===== config.mk =====
export PLATFORM = sky130hd
export DESIGN_NAME = page_replacement_fifo_lru
export DESIGN_NICKNAME = d
export VERILOG_FILES = /design/src/hdl/prf_pkg.sv /design/src/hdl/prf_cell.sv /design/src/hdl/page_replacement_fifo_lru.sv
export VERILOG_INCLUDE_DIRS = /design/src /design/src/hdl
export SDC_FILE = /design/constraint.sdc
export NUM_CORES = 1
export LEC_CHECK = 0
export CAP_MARGIN = 20
export CELL_PAD_IN_SITES_DETAIL_PLACEMENT = 1
export CELL_PAD_IN_SITES_GLOBAL_PLACEMENT = 1
export CORE_UTILIZATION = 50
export DETAILED_ROUTE_END_ITERATION = 8
export DONT_BUFFER_PORTS = 1
export HOLD_SLACK_MARGIN = 0.08
export MAX_ROUTING_LAYER = met4
export PLACE_DENSITY_LB_ADDON = 0.08
export SYNTH_ARGS = -nofsm -noshare
export SYNTH_HDL_FRONTEND = slang
export SYNTH_SLANG_ARGS = --single-unit

===== constraint.sdc =====
create_clock -name clk -period 11.7 [get_ports clk]
set_input_delay 2.34 -clock clk [delete_from_list [all_inputs] [get_ports clk]]
set_output_delay 2.34 -clock clk [all_outputs]
set_load 0.02 [all_outputs]

===== src/hdl/page_replacement_fifo_lru_defines.svh =====
// Assertion macros shared by the page replacement block.
`ifndef PAGE_REPLACEMENT_FIFO_LRU_DEFINES_SVH
`define PAGE_REPLACEMENT_FIFO_LRU_DEFINES_SVH

// Same-cycle implication, checked on clk, off during reset.
`define PRF_ASSERT_NOW(label, ante, cons, msg) \
    label: assert property (@(posedge clk) disable iff (!rst_n) (ante) |-> (cons)) \
        else $error(msg);

// Next-cycle implication, checked on clk, off during reset.
`define PRF_ASSERT_NEXT(label, ante, cons, msg) \
    label: assert property (@(posedge clk) disable iff (!rst_n) (ante) |=> (cons)) \
        else $error(msg);

`endif


===== src/hdl/prf_pkg.sv =====
// Package: sizes, types and structs of the page replacement block.
package prf_pkg;

    localparam int FRAMES     = 4;
    localparam int PAGE_BITS  = 16;
    localparam int AGE_BITS   = 16;
    localparam int COUNT_BITS = 32;
    localparam int FRAME_BITS = (FRAMES > 1) ? $clog2(FRAMES) : 1;

    // Fixed field widths of the stream beats
    localparam int IN_PAGE_W   = 16;
    localparam int OUT_FRAME_W = 2;
    localparam int OUT_PAGE_W  = 16;
    localparam int OUT_W       = 1 + OUT_FRAME_W + 1 + OUT_PAGE_W + COUNT_BITS;
    localparam int OUT_TDATA_W = ((OUT_W + 7) / 8) * 8;

    typedef enum logic
    {
        POLICY_FIFO = 1'b0,
        POLICY_LRU  = 1'b1
    } policy_t;

    typedef logic [FRAME_BITS-1:0] slot_t;
    typedef logic [PAGE_BITS-1:0]  page_t;
    typedef logic [AGE_BITS-1:0]   age_t;

    // Lookup results handed from cell to cell
    typedef struct packed
    {
        logic  hit;
        slot_t hit_idx;
        logic  empty;
        slot_t empty_idx;
        age_t  best_age;
        slot_t best_idx;
    } chain_t;

    // Update command broadcast to every cell
    typedef struct packed
    {
        logic  acc;
        logic  fill;
        logic  clr_age;
        slot_t slot;
        page_t page;
    } cmd_t;

endpackage


===== src/hdl/prf_cell.sv =====
// One frame cell: holds valid, page and age, extends the lookup chain.
module prf_cell
(
    input  logic            clk,
    input  logic            rst_n,
    input  prf_pkg::slot_t  cell_idx,
    input  prf_pkg::page_t  look_page,
    input  prf_pkg::cmd_t   cmd,
    input  prf_pkg::chain_t chain_in,
    output prf_pkg::chain_t chain_out,
    output prf_pkg::page_t  page
);

    logic           valid_reg, valid_next;
    prf_pkg::page_t page_reg, page_next;
    prf_pkg::age_t  age_reg, age_next;
    logic           match;
    logic           sel;

    assign match = valid_reg && (page_reg == look_page);
    assign page  = page_reg;

    always_comb
    begin
        chain_out = chain_in;
        if (!chain_in.hit && match)
        begin
            chain_out.hit     = 1'b1;
            chain_out.hit_idx = cell_idx;
        end
        if (!chain_in.empty && !valid_reg)
        begin
            chain_out.empty     = 1'b1;
            chain_out.empty_idx = cell_idx;
        end
        // strict compare keeps the lowest index on a tie
        if (age_reg > chain_in.best_age)
        begin
            chain_out.best_age = age_reg;
            chain_out.best_idx = cell_idx;
        end
    end

    assign sel = cmd.acc && (cmd.slot == cell_idx);

    always_comb
    begin
        valid_next = valid_reg;
        page_next  = page_reg;
        age_next   = age_reg;
        if (cmd.acc)
        begin
            if (sel && (cmd.fill || cmd.clr_age))
            begin
                // cleared, then aged once in the same access
                age_next = prf_pkg::age_t'(1);
            end
            else if (age_reg != '1)
            begin
                age_next = age_reg + prf_pkg::age_t'(1);
            end
            if (sel && cmd.fill)
            begin
                valid_next = 1'b1;
                page_next  = cmd.page;
            end
        end
    end

    always_ff @(posedge clk or negedge rst_n)
    begin
        if (!rst_n)
        begin
            valid_reg <= 1'b0;
            age_reg   <= '0;
        end
        else
        begin
            valid_reg <= valid_next;
            age_reg   <= age_next;
        end
    end

    always_ff @(posedge clk)
    begin
        page_reg <= page_next;
    end

endmodule


===== src/hdl/page_replacement_fifo_lru.sv =====
// Top level: FIFO/LRU page replacement over a chain of frame cells.
//
//  channel  | dir | handshake               | payload
//  ---------+-----+-------------------------+-------------------------------------
//  s_axis   | in  | s_axis_tvalid/tready    | tdata: page
//  m_axis   | out | m_axis_tvalid/tready    | tdata: hit, frame, evicted_valid,
//           |     |                         |        evicted_page, fault_count
//  cfg      | in  | cfg_wr_en               | cfg_wr_data: policy_mode
//
// One page reference per cycle unless stalled; a registered result follows its
// input beat. The per-beat path is the lookup chain through the FRAMES cells
// (page compare, first-empty and oldest-age search ripple cell to cell).
// Reset clears valid marks, ages, fault count and policy (FIFO); no sweep.
// A stalled result holds s_axis_tready low unless it is taken in that cycle.
`include "page_replacement_fifo_lru_defines.svh"

module page_replacement_fifo_lru
(
    input  logic                            clk,
    input  logic                            rst_n,
    input  logic                            cfg_wr_en,
    input  logic                            cfg_wr_data,    // policy_mode
    input  logic                            s_axis_tvalid,
    output logic                            s_axis_tready,
    input  logic [prf_pkg::IN_PAGE_W-1:0]   s_axis_tdata,   // [15:0] page
    output logic                            m_axis_tvalid,
    input  logic                            m_axis_tready,
    output logic [prf_pkg::OUT_TDATA_W-1:0] m_axis_tdata    // [0] hit, [2:1] frame,
                                                            // [3] evicted_valid,
                                                            // [19:4] evicted_page,
                                                            // [51:20] fault_count
);

    prf_pkg::policy_t policy_reg;

    logic                                  out_vld_reg, out_vld_next;
    logic [prf_pkg::OUT_TDATA_W-1:0]       out_data_reg, out_data_next;
    logic [prf_pkg::COUNT_BITS-1:0]        fault_reg, fault_next;

    prf_pkg::chain_t chain [prf_pkg::FRAMES+1];
    prf_pkg::page_t  cell_page [prf_pkg::FRAMES];
    prf_pkg::page_t  look_page;
    prf_pkg::cmd_t   cmd;
    prf_pkg::slot_t  slot;
    prf_pkg::page_t  old_page;
    logic            accept;
    logic            hit;
    logic            evict;

    // config register
    always_ff @(posedge clk or negedge rst_n)
    begin
        if (!rst_n)
        begin
            policy_reg <= prf_pkg::POLICY_FIFO;
        end
        else if (cfg_wr_en)
        begin
            policy_reg <= prf_pkg::policy_t'(cfg_wr_data);
        end
    end

    // output register doubles as the stall point
    assign s_axis_tready = !out_vld_reg || m_axis_tready;
    assign accept        = s_axis_tvalid && s_axis_tready;
    assign look_page     = prf_pkg::page_t'(s_axis_tdata);

    // lookup chain: seed, then one cell per frame
    assign chain[0] = '0;

    for (genvar i = 0; i < prf_pkg::FRAMES; i++)
    begin : g_cell
        prf_cell u_cell
        (
            .clk       (clk),
            .rst_n     (rst_n),
            .cell_idx  (prf_pkg::slot_t'(i)),
            .look_page (look_page),
            .cmd       (cmd),
            .chain_in  (chain[i]),
            .chain_out (chain[i+1]),
            .page      (cell_page[i])
        );
    end

    // slot choice: hit, else first empty, else oldest
    always_comb
    begin
        hit   = chain[prf_pkg::FRAMES].hit;
        evict = !hit && !chain[prf_pkg::FRAMES].empty;
        if (hit)
        begin
            slot = chain[prf_pkg::FRAMES].hit_idx;
        end
        else if (!evict)
        begin
            slot = chain[prf_pkg::FRAMES].empty_idx;
        end
        else
        begin
            slot = chain[prf_pkg::FRAMES].best_idx;
        end
    end

    assign old_page = evict ? cell_page[slot] : '0;

    always_comb
    begin
        cmd.acc     = accept;
        cmd.fill    = !hit;
        cmd.clr_age = hit && (policy_reg == prf_pkg::POLICY_LRU);
        cmd.slot    = slot;
        cmd.page    = look_page;
    end

    // saturating miss counter, result beat
    always_comb
    begin
        fault_next    = fault_reg;
        out_vld_next  = out_vld_reg;
        out_data_next = out_data_reg;
        if (accept && !hit && (fault_reg != '1))
        begin
            fault_next = fault_reg + prf_pkg::COUNT_BITS'(1);
        end
        if (m_axis_tready)
        begin
            out_vld_next = 1'b0;
        end
        if (accept)
        begin
            out_vld_next  = 1'b1;
            out_data_next = prf_pkg::OUT_TDATA_W'({
                fault_next,
                prf_pkg::OUT_PAGE_W'(old_page),
                evict,
                prf_pkg::OUT_FRAME_W'(slot),
                hit
            });
        end
    end

    always_ff @(posedge clk or negedge rst_n)
    begin
        if (!rst_n)
        begin
            out_vld_reg <= 1'b0;
            fault_reg   <= '0;
        end
        else
        begin
            out_vld_reg <= out_vld_next;
            fault_reg   <= fault_next;
        end
    end

    always_ff @(posedge clk)
    begin
        out_data_reg <= out_data_next;
    end

    assign m_axis_tvalid = out_vld_reg;
    assign m_axis_tdata  = out_data_reg;

    // checks
    `PRF_ASSERT_NEXT(a_beat_out, accept, out_vld_reg, "accepted beat gave no result")
    `PRF_ASSERT_NOW(a_hit_no_evict, accept && hit, !evict, "hit with eviction")
    `PRF_ASSERT_NEXT(a_fault_inc, accept && !hit && (fault_reg != '1),
        fault_reg == $past(fault_reg) + prf_pkg::COUNT_BITS'(1), "miss not counted")
    `PRF_ASSERT_NEXT(a_fault_hold, !(accept && !hit), $stable(fault_reg),
        "fault count moved without a miss")

endmodule


# Yosys cells after proc, flatten, opt, wreduce, memory -nomap -nowiden

Index checks and enable logic that the tools add are counted.

Output and inout port bits: 58
Word-level logic and storage cells: 123
Register bits: 218
Bits of input ports: 22

Reduce and logical (&&, ||, !) cells: 55
Equality and inequality tests: 12
$add $sub $neg: 5
Bitwise operators: 1
Magnitude comparators: 5
Multiplexer cells: 28

Operators with widths:

| cell                    | number |
|---|---|
| $mux W16                | 10 |
| $add A16 B1 Y16 const B | 4 |
| $eq A16 B16 Y1          | 4 |
| $ne A16 B16 Y1 const B  | 4 |
| $mux W18                | 3 |
| $gt A16 B16 Y1          | 3 |
| $add A32 B1 Y32 const B | 1 |
| $bmux W16 S2            | 1 |
| $mux W32                | 1 |
| $ne A32 B32 Y1 const B  | 1 |
| $logic_and A1 B1 Y1     | 27 |
| $mux W3                 | 8 |
| $gt A16 B1 Y1 const B   | 1 |
| $reduce_and A2 Y1       | 8 |
| $logic_not A1 Y1        | 12 |
| $reduce_bool A2 Y1      | 5 |
| $mux W2                 | 3 |
| $eq A2 B2 Y1 const B    | 2 |
| $ge A3 B3 Y1 const B    | 1 |
| $not A2 Y3              | 1 |
| $eq A2 B1 Y1 const B    | 1 |
| $logic_not A2 Y1        | 1 |
| $logic_or A1 B1 Y1      | 2 |
| $mux W1                 | 2 |

# Logic depth before layout (Yosys ltp)

Depth in word-level cells: 21
Mapped depth: 36
Depth with buffers taken out: 31

# Modules after synthesis

Synthesis repeated with hierarchy kept, for this count alone.

Cells, all modules: 1524
Area, all modules: 14554.0 µm²

By module, submodules not included:

| module                    | area each (µm²) | cells each | sequential area each (µm²) | times used |
|---|---|---|---|---|
| prf_cell                  | 2661.3          | 306        | 905.9                      | 4 |
| page_replacement_fifo_lru | 3908.7          | 300        | 2412.3                     | 1 |

# Worst setup path before layout

OpenSTA, ideal clock, no wires.

Kind: register -> register
Start point: register g_cell[0].u_cell.age_reg[0]
End point: register g_cell[0].u_cell.page_reg[0], enable pin
Clock period less this slack: 8239 ps
Required time: 11312 ps
Stages on the path, launching flop included: 34
Buffers on the path: 5
Data arrival time: 7850 ps
Library setup time: 388 ps
Path slack: 3461 ps
Path through: dfrtp_1 -> inv_1 -> ha_1 -> nor4b_1 -> nand4_1 -> and2_1 -> inv_1 -> ha_1 -> nor2b_1 -> o211ai_1 -> a21oi_1 -> o31ai_1 -> a21o_1 -> clkbuf_1 -> clkbuf_1 -> mux2i_1 -> ha_1 -> nand4_1 -> a2111o_1 -> a31oi_1 -> clkbuf_1 -> mux2_2 -> ha_1 -> a21oi_1 -> a21boi_0 -> a2111o_1 -> nor3_1 -> a21oi_1 -> o211a_1 -> buf_6 -> nor2_1 -> inv_1 -> buf_2 -> nor2_1

RTL lines:

| what                   | RTL line       | text |
|---|---|---|
| start, declared        | prf_cell.sv:16 | `prf_pkg::age_t age_reg, age_next;` |
| start signal, assigned | prf_cell.sv:80 | `age_reg <= age_next;` |
| end signal, assigned   | prf_cell.sv:86 | `page_reg <= page_next;` |
| end, declared          | prf_cell.sv:15 | `prf_pkg::page_t page_reg, page_next;` |

# Final worst setup path

Start point: register g_cell[0].u_cell.age_reg[0]
End point: register g_cell[0].u_cell.page_reg[14], enable pin

Cells in the longest elaborated chain, start to end: 14

RTL lines:

| what                            | RTL line                        | text |
|---|---|---|
| $gt A16 B1 Y1                   | prf_cell.sv:37                  | `if (age_reg > chain_in.best_age)` |
| $mux W18 (*)                    | prf_cell.sv:37                  |  |
| $gt A16 B16 Y1                  | prf_cell.sv:37                  |  |
| $mux W18 (*)                    | prf_cell.sv:37                  |  |
| $gt A16 B16 Y1                  | prf_cell.sv:37                  |  |
| $mux W18 (*)                    | prf_cell.sv:37                  |  |
| $gt A16 B16 Y1                  | prf_cell.sv:37                  |  |
| $mux W2 (*)                     | prf_cell.sv:37                  |  |
| $mux W2 (*)                     | page_replacement_fifo_lru.sv:95 | `else if (!evict)` |
| $mux W2 (*)                     | page_replacement_fifo_lru.sv:91 | `if (hit)` |
| $logic_not A2 Y1 (*)            | prf_cell.sv:44                  | `assign sel = cmd.acc && (cmd.slot == cell_idx);` |
| $logic_and A1 B1 Y1 (*)         | prf_cell.sv:44                  |  |
| $logic_and A1 B1 Y1 (*)         | prf_cell.sv:62                  | `if (sel && cmd.fill)` |
| $reduce_and A2 Y1 (no line) (*) | -                               |  |

Mark *: on every way between the ends. The rest lies on a longest branch, timed or not.
A chain may end at the register's enable or synchronous reset.

==> qor.txt <==
status - finished, final reports clean
H-tree depth - 1
routed len/inst - 21.9 um
share of cells above drive strength 1 - 7.34%
Worst Setup SP - g_cell[0].u_cell.age_reg[0]
Via density - 5.90
GRT Resource Usage Total - 27.6%
Row Count - 55
die width - 156 um
DIE HEIGHT - 156 um
Slowest cell on crit path - o211a_1
CTS tree - built
Fillers - 2,423
setup violators final - 0
nets@finish - 1,162
crit path max fanout - 21
antenna violations before repair - 0
grt total ovfl - 0
WP depth - 31
DP HPWL - 21,800 um
Crit path max-delay family - compound AO/OA/AOI/OAI gates
ANT cells - 0
PortBufs - 0
final period utilization - 77.3%
register-to-register setup slack - 2.66 ns
Yosys reg bits - 218
CTS buffer count - 24
RD Place Congestion - 0.951
CP arrival - 9.32 ns
R2R Path Start - g_cell[0].u_cell.age_reg[0]
Clock Tree Buf Depth - 3
yosys warns - 0
Bufs and invs on worst path - 6
Worst-Skew Late Latency - 0.55 ns
clock sinks - 218
clk slew on worst S/H paths - 0.06 ns
vias in the first global route - 9,052
CTS Hold Buffers Added - 0
Mean Syn Cell Area - 10.8 um^2
Root Buffer - clkbuf_16
post-CTS setup buffer count - 0
final slew viol count - 0
number of synthesized flops with an enable pin - 116
Layout area overhead - 10.7%
kind of end point of the critical path - flop
post-synthesis cell type count - 58
Worst-Margin Slew - 1.14 ns
via count - 8,354
slew margin rel. - 24.1%
critical path class - reg -> reg
critical path required time - 11.98 ns
Resized cells post-CTS - 0
largest net degree at the start of global routing - 103
min-delay src - fault_reg[6]
HP Class - reg -> reg
# Max-Cap Violations - 0
first-pass GRT wire length - 50,100 um
Post-Layout Cell Count - 1,417
1st-iter DRT viols - 493
Fmax - 111 MHz
core area - 22,900 um^2
top cells by count, synth - edfxtp_1 (116), xnor2_1 (106), dfrtp_1 (102)
DP Cell Count - 1,372
Critical Path Most Common Cell - ha_1
Worst Hold Path Cells - 1
Post-Route Setup TNS - 0 ns
Reg2Reg Depth - 31
crit-path max cell delay - 0.68 ns
post-route ant nets - 0
final wirelength - 31,000 um
Hold Fails Final Rpt - 0
IO Pins - 80
Final Skew - 0.0331 ns
ranking of synthesized cells by area - edfxtp_1 (30%), dfrtp_1 (22%), xnor2_1 (7.9%), ha_1 (5.7%), nand3_1 (3.3%)
first drt pass iteration count - 5
top_reg_cell synth - edfxtp_1
WHS - 0.479 ns
most numerous cell in the Yosys netlist - edfxtp_1
asr flop ratio synth - 46.8%
post-synth top area share - 29.5%
area of the mapped netlist - 11,800 um^2
Seq/Total Area, Yosys - 51.1%
fin crit period - 9.04 ns
drt drc - 0
unrepaired setup endpoints after global routing - false
post-synthesis instance total - 1,088
post-synth top area cell - edfxtp_1
Starting Density - 51.5%
CP Launch Type - flop
Die Area - 24,200 um^2
==> cells in the final DEF (no fill, tap or decap), types with 8 or more instances in the layout <==
cell type / synthesis / layout
a211oi_1: 19 / 19
a21oi_1: 53 / 53
a22oi_1: 17 / 17
and2_1: 8 / 8
and3_1: 9 / 9
and4_1: 8 / 8
buf_4: 5 / 13
bufinv_16: 0 / 9
clkbuf_16: 0 / 24
dfrtp_1: 102 / 102
edfxtp_1: 116 / 116
ha_1: 54 / 54
inv_1: 51 / 50
mux2_2: 17 / 17
mux2i_1: 18 / 18
nand2_1: 55 / 55
nand2b_1: 10 / 10
nand3_1: 78 / 78
nand4_1: 48 / 48
nor2_1: 72 / 72
nor3_1: 25 / 23
nor4_1: 11 / 11
o21a_1: 16 / 16
o21ai_0: 40 / 40
or4_1: 9 / 9
xnor2_1: 106 / 106
xor2_1: 44 / 44
==> path summary, 6_finish.rpt <==
check | endpoint
min | fault_reg[6]
max reg2reg | g_cell[0].u_cell.page[14]
min reg2reg | fault_reg[6]
max in group asynchronous | g_cell[0].u_cell.age_reg[8]
max | g_cell[0].u_cell.page[14]
min in group asynchronous | policy_reg
==> through the flow <==
step                utilization (%)  setup WS (ns)  instance area (um^2)
floorplan                         -           3.46                 11800
global placement               52.8           3.10                 12100
detailed placement             52.8           2.71                 12100
CTS                            56.9           2.66                 13100
global route                   57.0           1.86                 13100
finish                         57.0           2.66                 13100
==> kinds of logic after synthesis <==
kind of cell | count (synthesis) | synth area share, %
XOR/XNOR | 150 | 11.1
adder cells (fa/ha/maj) | 54 | 5.72
AO/OA/AOI/OAI | 180 | 9.87
AND/OR/NAND/NOR | 353 | 15.5
multiplexers | 35 | 3.15
flip-flops | 218 | 51.1
buffers and inverters | 97 | 3.42
other | 1 | 0.0318
==> per-layer routing <==
metal | vias up | global-route usage (%) | part of all wire, %
met1 | 4181 | 34.8 | 43
met2 | 162 | 46.7 | 51
met4 | 0 | 7.75 | 2.6
met5 | - | - | 0
li1 | 3952 | - | -
met3 | 59 | 3.72 | 4.1
==> area by class of cell <==
| cell class | count | area [um^2] | area share [%] |
|---|---|---|---|
| repair buffers | 14 | 109 | 0.833 |
| flip-flops and latches | 218 | 6040 | 46.2 |
| inverters | 52 | 195 | 1.49 |
| clock inverters | 19 | 340 | 2.61 |
| multi-input cells | 776 | 5390 | 41.2 |
| well taps | 313 | 392 | 3.00 |
| clock buffers | 25 | 604 | 4.63 |
Power is not shown: default switching activity piles up to over one toggle a cycle in this logic, so the estimate is an artifact.
